[config.mk]
export PLATFORM = sky130hd
export DESIGN_NAME = xorshift32_ranged_random
export DESIGN_NICKNAME = d
export VERILOG_FILES = /design/src/hdl/xrr_pkg.sv /design/src/hdl/xrr_front.sv /design/src/hdl/xrr_fifo.sv /design/src/hdl/xrr_back.sv /design/src/hdl/xorshift32_ranged_random.sv
export SDC_FILE = /design/constraint.sdc
export NUM_CORES = 1
export LEC_CHECK = 0
export BUFFER_PORTS_ARGS = -buffer_cell sky130_fd_sc_hd__buf_2
export CELL_PAD_IN_SITES_DETAIL_PLACEMENT = 1
export CELL_PAD_IN_SITES_GLOBAL_PLACEMENT = 2
export CORE_UTILIZATION = 38
export CTS_CLUSTER_DIAMETER = 30
export DETAILED_ROUTE_END_ITERATION = 8
export GPL_TIMING_DRIVEN = 0
export PLACE_DENSITY_LB_ADDON = 0.1
export SKIP_LAST_GASP = 1
export SLEW_MARGIN = 15
export SYNTH_ARGS = -nofsm -noshare
export SYNTH_HDL_FRONTEND = slang
export SYNTH_SLANG_ARGS = --single-unit
export TNS_END_PERCENT = 1
[constraint.sdc]
create_clock -name clk -period 6.4 [get_ports clk]
set_input_delay 0 -clock clk [delete_from_list [all_inputs] [get_ports clk]]
set_output_delay 0 -clock clk [all_outputs]
set_load 0.05 [all_outputs]
[src/hdl/xrr_pkg.sv]
`timescale 1ns / 1ps

package xrr_pkg;

	localparam logic [31:0] SEED_DEFAULT    = 32'h1234_5678;
	localparam int          XRR_QUEUE_DEPTH = 2;

	typedef enum logic [1:0] {
		OP_RAW   = 2'd0,
		OP_COIN  = 2'd1,
		OP_RANGE = 2'd2,
		OP_LOAD  = 2'd3
	} op_t;

	typedef struct packed {
		logic        [1:0]  operation;
		logic signed [31:0] low_bound;
		logic signed [31:0] span;
		logic        [31:0] state_value;
	} req_t;

	typedef struct packed {
		logic signed [31:0] value;
		logic        [31:0] state_after;
	} rsp_t;

	// Finished jobs go straight out; reduce jobs need the remainder unit.
	typedef enum logic {
		JOB_PASS = 1'b0,
		JOB_MOD  = 1'b1
	} job_kind_t;

	typedef struct packed {
		job_kind_t   kind;
		logic [31:0] num;          // final value, or the 31-bit draw to reduce
		logic [31:0] mag;          // divisor magnitude, 1 .. 2^31
		logic [31:0] low;
		logic [31:0] state_after;
	} job_t;

	typedef enum logic [2:0] {
		ST_IDLE = 3'b001,
		ST_DIV  = 3'b010,
		ST_FIN  = 3'b100
	} back_state_t;

	function automatic logic [31:0] xorshift_step(input logic [31:0] s);
		logic [31:0] x;
		x = s ^ (s << 13);
		x = x ^ (x >> 17);
		x = x ^ (x << 5);
		return x;
	endfunction

endpackage

[src/hdl/xrr_front.sv]
`timescale 1ns / 1ps

module xrr_front import xrr_pkg::*; (
	input  logic clk,
	input  logic arst_n,
	input  logic req_valid,
	output logic req_ready,
	input  req_t req,
	output logic push_valid,
	input  logic push_ready,
	output job_t push_job
);

	logic [31:0] gen_state_q;
	logic [31:0] adv;
	logic [31:0] next_state;
	logic [31:0] span_u;
	logic        take;

	assign req_ready  = push_ready;
	assign push_valid = req_valid;
	assign take       = req_valid && push_ready;
	assign adv        = xorshift_step(gen_state_q);
	assign span_u     = req.span;

	// Classify the request and resolve the generator state right away.
	always_comb begin
		push_job.kind        = JOB_PASS;
		push_job.num         = '0;
		push_job.mag         = '0;
		push_job.low         = req.low_bound;
		next_state           = adv;
		unique case (op_t'(req.operation))
			OP_RAW: begin
				push_job.num = {1'b0, adv[30:0]};
			end
			OP_COIN: begin
				push_job.num = {31'd0, ~adv[0]};
			end
			OP_RANGE: begin
				if (span_u == 32'd0) begin
					push_job.num = req.low_bound;
					next_state   = gen_state_q;
				end else begin
					push_job.kind = JOB_MOD;
					push_job.num  = {1'b0, adv[30:0]};
					push_job.mag  = span_u[31] ? (32'd0 - span_u) : span_u;
				end
			end
			OP_LOAD: begin
				next_state = (req.state_value == 32'd0) ? SEED_DEFAULT : req.state_value;
			end
			default: begin
				next_state = adv;
			end
		endcase
		push_job.state_after = next_state;
	end

	always_ff @(posedge clk or negedge arst_n) begin
		if (!arst_n) begin
			gen_state_q <= SEED_DEFAULT;
		end else if (take) begin
			gen_state_q <= next_state;
		end
	end

endmodule

[src/hdl/xrr_fifo.sv]
`timescale 1ns / 1ps

module xrr_fifo import xrr_pkg::*; #(
	parameter int DEPTH = XRR_QUEUE_DEPTH
) (
	input  logic clk,
	input  logic arst_n,
	input  logic push_valid,
	output logic push_ready,
	input  job_t push_job,
	output logic pop_valid,
	input  logic pop,
	output job_t pop_job
);

	localparam int PTR_W = (DEPTH > 2) ? $clog2(DEPTH) : 1;
	localparam int CNT_W = $clog2(DEPTH + 1);
	localparam logic [PTR_W-1:0] LAST = PTR_W'(DEPTH - 1);
	localparam logic [CNT_W-1:0] FULL = CNT_W'(DEPTH);

	job_t             slot_q [DEPTH];
	logic [PTR_W-1:0] wr_ptr_q;
	logic [PTR_W-1:0] rd_ptr_q;
	logic [CNT_W-1:0] count_q;
	logic             do_push;
	logic             do_pop;

	assign push_ready = (count_q != FULL);
	assign pop_valid  = (count_q != '0);
	assign do_push    = push_valid && push_ready;
	assign do_pop     = pop && pop_valid;
	assign pop_job    = slot_q[rd_ptr_q];

	always_ff @(posedge clk) begin
		if (do_push) begin
			slot_q[wr_ptr_q] <= push_job;
		end
	end

	always_ff @(posedge clk or negedge arst_n) begin
		if (!arst_n) begin
			wr_ptr_q <= '0;
			rd_ptr_q <= '0;
			count_q  <= '0;
		end else begin
			if (do_push) begin
				wr_ptr_q <= (wr_ptr_q == LAST) ? '0 : wr_ptr_q + 1'b1;
			end
			if (do_pop) begin
				rd_ptr_q <= (rd_ptr_q == LAST) ? '0 : rd_ptr_q + 1'b1;
			end
			if (do_push && !do_pop) begin
				count_q <= count_q + 1'b1;
			end else if (do_pop && !do_push) begin
				count_q <= count_q - 1'b1;
			end
		end
	end

endmodule

[src/hdl/xrr_back.sv]
`timescale 1ns / 1ps

module xrr_back import xrr_pkg::*; (
	input  logic clk,
	input  logic arst_n,
	input  logic pop_valid,
	output logic pop,
	input  job_t pop_job,
	output logic rsp_valid,
	input  logic rsp_ready,
	output rsp_t rsp
);

	back_state_t state_q;
	logic [31:0] rem_q;
	logic [30:0] dvd_q;
	logic [31:0] mag_q;
	logic [31:0] low_q;
	logic [31:0] sa_q;
	logic [4:0]  cnt_q;
	logic        out_valid_q;
	rsp_t        out_q;

	logic        out_free;
	logic [32:0] trial;
	logic [32:0] diff;
	logic        ge;
	logic [31:0] rem_next;
	logic        pass_load;
	logic        fin_load;

	assign out_free  = !out_valid_q || rsp_ready;
	assign pop       = (state_q == ST_IDLE) && pop_valid && out_free;
	assign pass_load = pop && (pop_job.kind == JOB_PASS);
	assign fin_load  = (state_q == ST_FIN) && out_free;

	// One restoring remainder step: shift in the next draw bit, subtract if it fits.
	assign trial    = {rem_q, dvd_q[30]};
	assign diff     = trial - {1'b0, mag_q};
	assign ge       = !diff[32];
	assign rem_next = ge ? diff[31:0] : trial[31:0];

	assign rsp_valid = out_valid_q;
	assign rsp       = out_q;

	always_ff @(posedge clk or negedge arst_n) begin
		if (!arst_n) begin
			state_q     <= ST_IDLE;
			out_valid_q <= 1'b0;
			cnt_q       <= '0;
		end else begin
			unique case (state_q)
				ST_IDLE: begin
					if (pop && (pop_job.kind == JOB_MOD)) begin
						state_q <= ST_DIV;
						cnt_q   <= 5'd30;
					end
				end
				ST_DIV: begin
					cnt_q <= cnt_q - 1'b1;
					if (cnt_q == 5'd0) begin
						state_q <= ST_FIN;
					end
				end
				ST_FIN: begin
					if (out_free) begin
						state_q <= ST_IDLE;
					end
				end
				default: begin
					state_q <= ST_IDLE;
				end
			endcase
			if (pass_load || fin_load) begin
				out_valid_q <= 1'b1;
			end else if (rsp_ready) begin
				out_valid_q <= 1'b0;
			end
		end
	end

	always_ff @(posedge clk) begin
		if (pop) begin
			rem_q <= '0;
			dvd_q <= pop_job.num[30:0];
			mag_q <= pop_job.mag;
			low_q <= pop_job.low;
			sa_q  <= pop_job.state_after;
		end else if (state_q == ST_DIV) begin
			rem_q <= rem_next;
			dvd_q <= {dvd_q[29:0], 1'b0};
		end
		if (pass_load) begin
			out_q.value       <= pop_job.num;
			out_q.state_after <= pop_job.state_after;
		end else if (fin_load) begin
			out_q.value       <= low_q + rem_q;
			out_q.state_after <= sa_q;
		end
	end

`ifndef SYNTHESIS
	a_pop_only_idle: assert property (@(posedge clk) disable iff (!arst_n)
		pop |-> (state_q == ST_IDLE))
		else $error("job taken from queue while remainder unit busy");

	a_rem_below_mag: assert property (@(posedge clk) disable iff (!arst_n)
		(state_q == ST_DIV) |-> (rem_q < mag_q))
		else $error("partial remainder not below divisor");

	a_div_ends: assert property (@(posedge clk) disable iff (!arst_n)
		((state_q == ST_DIV) && (cnt_q == 5'd0)) |=> (state_q == ST_FIN))
		else $error("remainder loop did not finish after last bit");

	a_fin_delivers: assert property (@(posedge clk) disable iff (!arst_n)
		((state_q == ST_FIN) && out_free) |=> (out_valid_q && (state_q == ST_IDLE)))
		else $error("finished remainder not moved to output register");
`endif

endmodule

[src/hdl/xorshift32_ranged_random.sv]
`timescale 1ns / 1ps

// Channel  Direction  Handshake              Payload
// -------  ---------  ---------------------  ---------------------------------------
// req      in         req_valid / req_ready  operation, low_bound, span, state_value
// rsp      out        rsp_valid / rsp_ready  value, state_after
//
// Timing: raw, coin, load and zero-span ranged beats go through the queue, then the output
// register, before rsp_valid rises; a ranged beat with nonzero span also passes the
// one-bit-per-cycle remainder loop (31 steps) over the 31-bit draw before the output register.
// Reset: arst_n clears the queue, the output register and loads the state 0x12345678.
// Stalls: the front keeps taking beats while the queue has room, even when the back
// is busy dividing or rsp is held; rsp_ready low holds the output beat in place.
module xorshift32_ranged_random import xrr_pkg::*; #(
	parameter int QUEUE_DEPTH = XRR_QUEUE_DEPTH
) (
	input  logic clk,
	input  logic arst_n,
	input  logic req_valid,
	output logic req_ready,
	input  req_t req,
	output logic rsp_valid,
	input  logic rsp_ready,
	output rsp_t rsp
);

	// Front to queue.
	logic push_valid;
	logic push_ready;
	job_t push_job;

	// Queue to back.
	logic pop_valid;
	logic pop;
	job_t pop_job;

	// Front: hold the generator state, advance or load it on each accepted beat (a zero-span
	// ranged beat keeps it), and turn the request into a job (final value, or a draw to reduce).
	xrr_front u_front (
		.clk        (clk),
		.arst_n     (arst_n),
		.req_valid  (req_valid),
		.req_ready  (req_ready),
		.req        (req),
		.push_valid (push_valid),
		.push_ready (push_ready),
		.push_job   (push_job)
	);

	// Short job queue: decouple request intake from the remainder loop.
	xrr_fifo #(
		.DEPTH (QUEUE_DEPTH)
	) u_fifo (
		.clk        (clk),
		.arst_n     (arst_n),
		.push_valid (push_valid),
		.push_ready (push_ready),
		.push_job   (push_job),
		.pop_valid  (pop_valid),
		.pop        (pop),
		.pop_job    (pop_job)
	);

	// Back: pass finished jobs to the output register, or run the remainder loop
	// and add the low bound before delivering the beat.
	xrr_back u_back (
		.clk       (clk),
		.arst_n    (arst_n),
		.pop_valid (pop_valid),
		.pop       (pop),
		.pop_job   (pop_job),
		.rsp_valid (rsp_valid),
		.rsp_ready (rsp_ready),
		.rsp       (rsp)
	);

endmodule

---- After elaboration in Yosys (flattened, before gate mapping) ----
Memories as Yosys holds them, arrays and structs flattened.
Cells that the tools add are included.
word-level totals
  register bits ........................... 268
  latch bits .............................. 0
  memory bits (writable) .................. 258
  ROM bits ................................ 0
  bits of input ports ..................... 102
  output and inout bits ................... 66
  word-level logic and storage cells ...... 93
  memories kept ........................... 1
memory list
  memory         depth  width  read ports  clocked after memory_dff  wr ports  RTL line        RTL
  u_fifo.slot_q  2      129    1           0                         1         xrr_fifo.sv:21  job_t slot_q [DEPTH];
cells by class
  $add $sub $neg .......................... 8
  multipliers ............................. 0
  divide/modulo/power cells ............... 0
  $lt $le $gt $ge ......................... 0
  eq/ne operators ......................... 10
  shifts and indexed selects .............. 0
  muxes and demuxes ....................... 29
  bitwise operators ....................... 5
  reduce and logical (&&, ||, !) cells .... 26
operators with widths
  kind                   count
  $mux 32                7
  $mux 64                2
  $pmux 32 s3            1
  $logic_not 32->1       2
  $pmux 32 s2            1
  $xor 32x32->32         2
  $mux 31                2
  $sub 33x32->33         1
  $add 32x32->32         1
  $sub 1x32->32 const A  1
  $xor 32x15->32         1
  $reduce_bool 2->1      6
  $pmux 5 s2             1
  $logic_and 1x1->1      9
  $mux 3                 3
  $pmux 3 s3             1
  $mux 1                 8
  $logic_not 5->1        1
  $mux 5                 1
  $sub 5x1->5 const B    1
  $eq 2x2->1 const B     2
  $mux 2                 2
  $ne 2x1->1 const B     2
  $ne 2x2->1 const B     2
  13 further kinds       18

---- Logic depth before layout (Yosys ltp) ----
  word-level depth ........................ 7
  mapped depth ............................ 13
  mapped depth without buffers ............ 12

---- Hierarchy ----
Synthesis repeated with hierarchy kept, for this count alone.
unflattened totals
  cell total of the unflattened synthesis .. 2194
  area, all modules ....................... 26280.2 µm²
by module, submodules not included
  module     times used  cells each  area each (µm²)  seq. area each (µm²)
  xrr_back   1           1105        11773.8          6602.6
  xrr_fifo   1           419         9529.1           7847.5
  xrr_front  1           670         4977.3           817.0

---- Worst setup path after synthesis ----
Ideal clock, no wire load.
  path type ............................... reg2reg
  from .................................... register u_fifo.count_q[0]
  to ...................................... memory u_fifo.slot_q[0][0] (netlist name), enable pin
  library setup time ...................... 619 ps
  data arrival time ....................... 6759 ps
  data required time ...................... 5781 ps
  path slack .............................. -978 ps
  cell stages (with the launch flop) ...... 5
  buffers on the path ..................... 1
  period minus slack after synthesis ...... 7378 ps
  cell sequence ........................... dfrtp_1 -> nand2b_1 -> nand2_1 -> clkbuf_1 -> nor2_1
between the ends
  longest elaborated chain between the ends .. 4
RTL lines
  what                          RTL line                        RTL
  from (decl)                   xrr_fifo.sv:24                  logic [CNT_W-1:0] count_q;
  from (signal assigned)        xrr_fifo.sv:53                  count_q <= count_q + 1'b1;
  from (signal assigned)        xrr_fifo.sv:55                  count_q <= count_q - 1'b1;
  $ne 2x2->1                    xrr_fifo.sv:28                  assign push_ready = (count_q != FULL);
  net req_ready                 xorshift32_ranged_random.sv:20  output logic req_ready,
  $logic_and 1x1->1             xrr_fifo.sv:30                  assign do_push = push_valid && push_ready;
  $mux 1                        xrr_fifo.sv:35                  if (do_push) begin
  $mux 1 (not written as such)  xrr_fifo.sv:36                  slot_q[wr_ptr_q] <= push_job;
  to (decl)                     xrr_fifo.sv:21
The timed path passes the listed nets, and every way through them passes these cells.

---- Worst setup path after layout ----
  from .................................... register u_fifo.count_q[0]
  to ...................................... register u_back.out_q (netlist bit u_back.rsp[61]) (data pin)
between the ends
  longest elaborated chain between the ends .. 5
RTL lines
  what                            RTL line        RTL
  $reduce_bool 2->1               xrr_fifo.sv:29  assign pop_valid = (count_q != '0);
  $logic_and 1x1->1 (2 in a row)  xrr_back.sv:33  assign pop = (state_q == ST_IDLE) && pop_valid && out_free;
  $logic_and 1x1->1               xrr_back.sv:34  assign pass_load = pop && (pop_job.kind == JOB_PASS);
  $mux 64                         xrr_back.sv:93  if (pass_load) begin
  to (decl)                       xrr_back.sv:22  rsp_t out_q;
No other way between the ends.
A chain may end at the register's enable or synchronous reset.

==> impl_metrics.json <==
{
  "fin_crit_sh": 0.657,
  "area_growth_pct": 31.3,
  "nets": 2559,
  "period_needed_ps": 4200,
  "syn_inst": 1964,
  "cts_buffers": 130,
  "r2r_slack_ps": 2200,
  "drc": 0,
  "antenna_found_initial": 4,
  "cp.arrival_ps": 4600,
  "switching_power_mw": 8.26,
  "rows": 93,
  "end_kind": "flip-flop",
  "die-width_um": 259,
  "tightest_slew_ps": 1190,
  "setup_viol_count_final": 0,
  "async_flop_share": 0.0856,
  "clock_sinks": 526,
  "synth-edff-count": 449,
  "fin_tns_setup_ps": 0,
  "drive_gt1_frac": 0.233,
  "rsz0062_at_grt": "no",
  "drtPass1Iterations": 5,
  "syn_nets": 2135,
  "swShare": 0.389,
  "vias_per_cell": 5.38,
  "hpwlAfterDp_mm": 59.1,
  "p_leak_nw": 12.7,
  "p_int_mw": 13.0,
  "gp_congestion": 0.893,
  "pwr_density_cell_nw_per_um2": 646,
  "finClkSkew_ps": 31.1,
  "worst_ir_drop_vdd_uv": 373,
  "final_cell_mix": "edfxtp_1 (449), buf_2 (177), mux2_2 (145)",
  "cap_violations": 0,
  "relSlewSlack": 0.205,
  "core_um2": 64800,
  "die_area_um2": 67000,
  "slew_viol_final": 0,
  "post_cts_buffers": 0,
  "critPathKind": "flip-flop to flip-flop",
  "fmax_mhz": 238,
  "clk_latency_ps": 710,
  "ys_types": 75,
  "ys.warnings.count": 0,
  "cp_data_required_time_ps": 6800,
  "dp_cells": 3000,
  "port_buffers": 166,
  "syn_area_per_cell_um2": 12.8,
  "pwr-share-comb": 0.382,
  "io_pins": 168,
  "synth_flop_cell": "edfxtp_1",
  "final_area_um2": 32900,
  "start_util": 0.387,
  "hold_path.class": "input pin to flip-flop",
  "grt_pass1_wl_mm": 121,
  "final_antenna_net_count": 0,
  "pwr-share-clk": 0.310,
  "wirelength_mm": 82.1,
  "fin_cells": 3351,
  "syn-cell-area_um2": 25100,
  "synth_seq_cells": 526,
  "num_vias": 18000,
  "cts_max_path_buffers": 3,
  "cts_tree": "built",
  "grt_usage": 0.247,
  "root_buffer": "clkbuf_16",
  "grt_max_degree": 49,
  "ys_seq_area_frac": 0.609,
  "die_y_um": 259,
  "grt-ovfl-total": 0,
  "hold_viol_final": 0,
  "p_seq_frac": 0.308,
  "status": "complete, no violations",
  "htree_levels": 4,
  "layout_commonest_cell": "edfxtp_1",
  "drtIter0Drc": 1319,
  "place_area_um2": 27300,
  "clk_transition_reported_paths_ps": 50,
  "critPathLaunchType": "flip-flop",
  "wl_per_cell_um": 24.5,
  "grt_pass1_vias": 19100,
  "cp_max_fo": 10
}
## per-stage QoR
stage	utilization	total power, mW	setup slack, ps	hold WS (ps)
final	0.508	21.3	2200	46.3
after global placement	0.416	14.3	-1540	214
after global routing	0.508	22.2	2060	27.6
after floorplan	-	11.4	455	-296
after detailed placement	0.422	14.6	2180	106
after CTS	0.508	21.3	2190	3.18
## final cells by class
type                    instances  area [µm²]
flip-flops and latches        526       15300
well taps                     855        1070
fillers                      6589       31900
diodes                          3        7.51
repair buffers                292        2300
plain buffers                  94         374
clock buffers                 160        3470
clock inverters                77         981
inverters                      56         210
multi-input cells            1288        9240
## kinds of logic (layout without fill, tap and decap cells)
kind of cell / after synthesis / after routing / synth area share
flops: 526 / 526 / 0.609
other cells: 0 / 3 / 0
fa+ha+maj: 69 / 69 / 0.0350
simple gates: 420 / 420 / 0.0770
compound gates: 431 / 431 / 0.109
mux: 209 / 209 / 0.0907
buf+inv: 150 / 679 / 0.0233
xor+xnor: 159 / 159 / 0.0556
## synthesized netlist by cell type (all sizes together) (10+ instances only)
master / count / area share
a211oi: 25 / 0.0075
a21o: 24 / 0.0072
a21oi: 112 / 0.023
a22oi: 26 / 0.0084
a31oi: 10 / 0.0025
a32oi: 10 / 0.0035
buf: 28 / 0.0050
clkbuf: 66 / 0.0099
dfrtp: 31 / 0.031
dfstp: 14 / 0.015
dfxtp: 32 / 0.026
edfxtp: 449 / 0.54
ha: 67 / 0.033
inv: 55 / 0.0082
mux2: 145 / 0.065
mux2i: 64 / 0.026
nand2: 141 / 0.021
nand2b: 22 / 0.0055
nand3: 22 / 0.0046
nand4: 14 / 0.0035
nor2: 146 / 0.022
nor3: 16 / 0.0034
nor4: 11 / 0.0033
o21a: 11 / 0.0033
o21ai: 114 / 0.023
o22ai: 21 / 0.0052
o31ai: 17 / 0.0051
xnor2: 93 / 0.033
xor2: 66 / 0.023
## flip-flops by register name, summed over array words and instances (netlist names)
register,cells
u_fifo.count_q,2
u_back.low_q,32
u_back.cnt_q,5
u_back.mag_q,32
u_fifo.wr_ptr_q,1
u_back.sa_q,32
u_fifo.rd_ptr_q,1
u_fifo.slot_q,258
u_back.rsp,64
u_back.rsp_valid,1
u_back.dvd_q,31
u_back.state_q,3
u_back.rem_q,32
u_front.gen_state_q,32
## critical path: stages, from the launching register on
cell      delay [ps]
dfrtp_1          420
o21ai_0          170
or4_1            130
clkbuf_1         420
inv_2            300
nand2_1          590
clkbuf_1         820
clkbuf_1         610
nand2_1          100
o21ai_0          320
## metal layers
layer | GRT usage | up-vias | part of all wire | wire length (µm)
met3 | 0.0476 | 148 | 0.046 | 3750
li1 | - | 8271 | - | -
met2 | 0.394 | 499 | 0.47 | 38300
met5 | 0 | - | 0.00016 | 13
met4 | 0.0935 | 2 | 0.029 | 2360
met1 | 0.332 | 9119 | 0.46 | 37600
## path summary, 6_finish.rpt
kind	start	to	cells past startpoint
min	req[73]	u_fifo.slot_q[0][41]	2
min in group asynchronous	arst_n	u_front.gen_state_q[20]	3
max	u_fifo.count_q[0]	u_back.rsp[61]	9
max in group asynchronous	arst_n	u_front.gen_state_q[6]	4
max reg2reg	u_fifo.count_q[0]	u_back.rsp[61]	9
min reg2reg	u_fifo.count_q[1]	u_fifo.count_q[1]	1
## power groups by stage
stage | combinational (mW) | clock, mW | sequential (mW)
finish | 8.12 | 6.59 | 6.54
CTS | 8.11 | 6.70 | 6.54
global route | 8.65 | 6.85 | 6.67
floorplan | 4.25 | 0 | 7.19
global placement | 7.53 | 0 | 6.72
detailed placement | 7.99 | 0 | 6.57
## repair_timing
item                                   4_1_cts  5_1_grt
resized for setup                            0        0
hold buffers                               111        0
endpoints found under the hold margin      353        0
No activity file was read; power rests on OpenSTA's default activity.
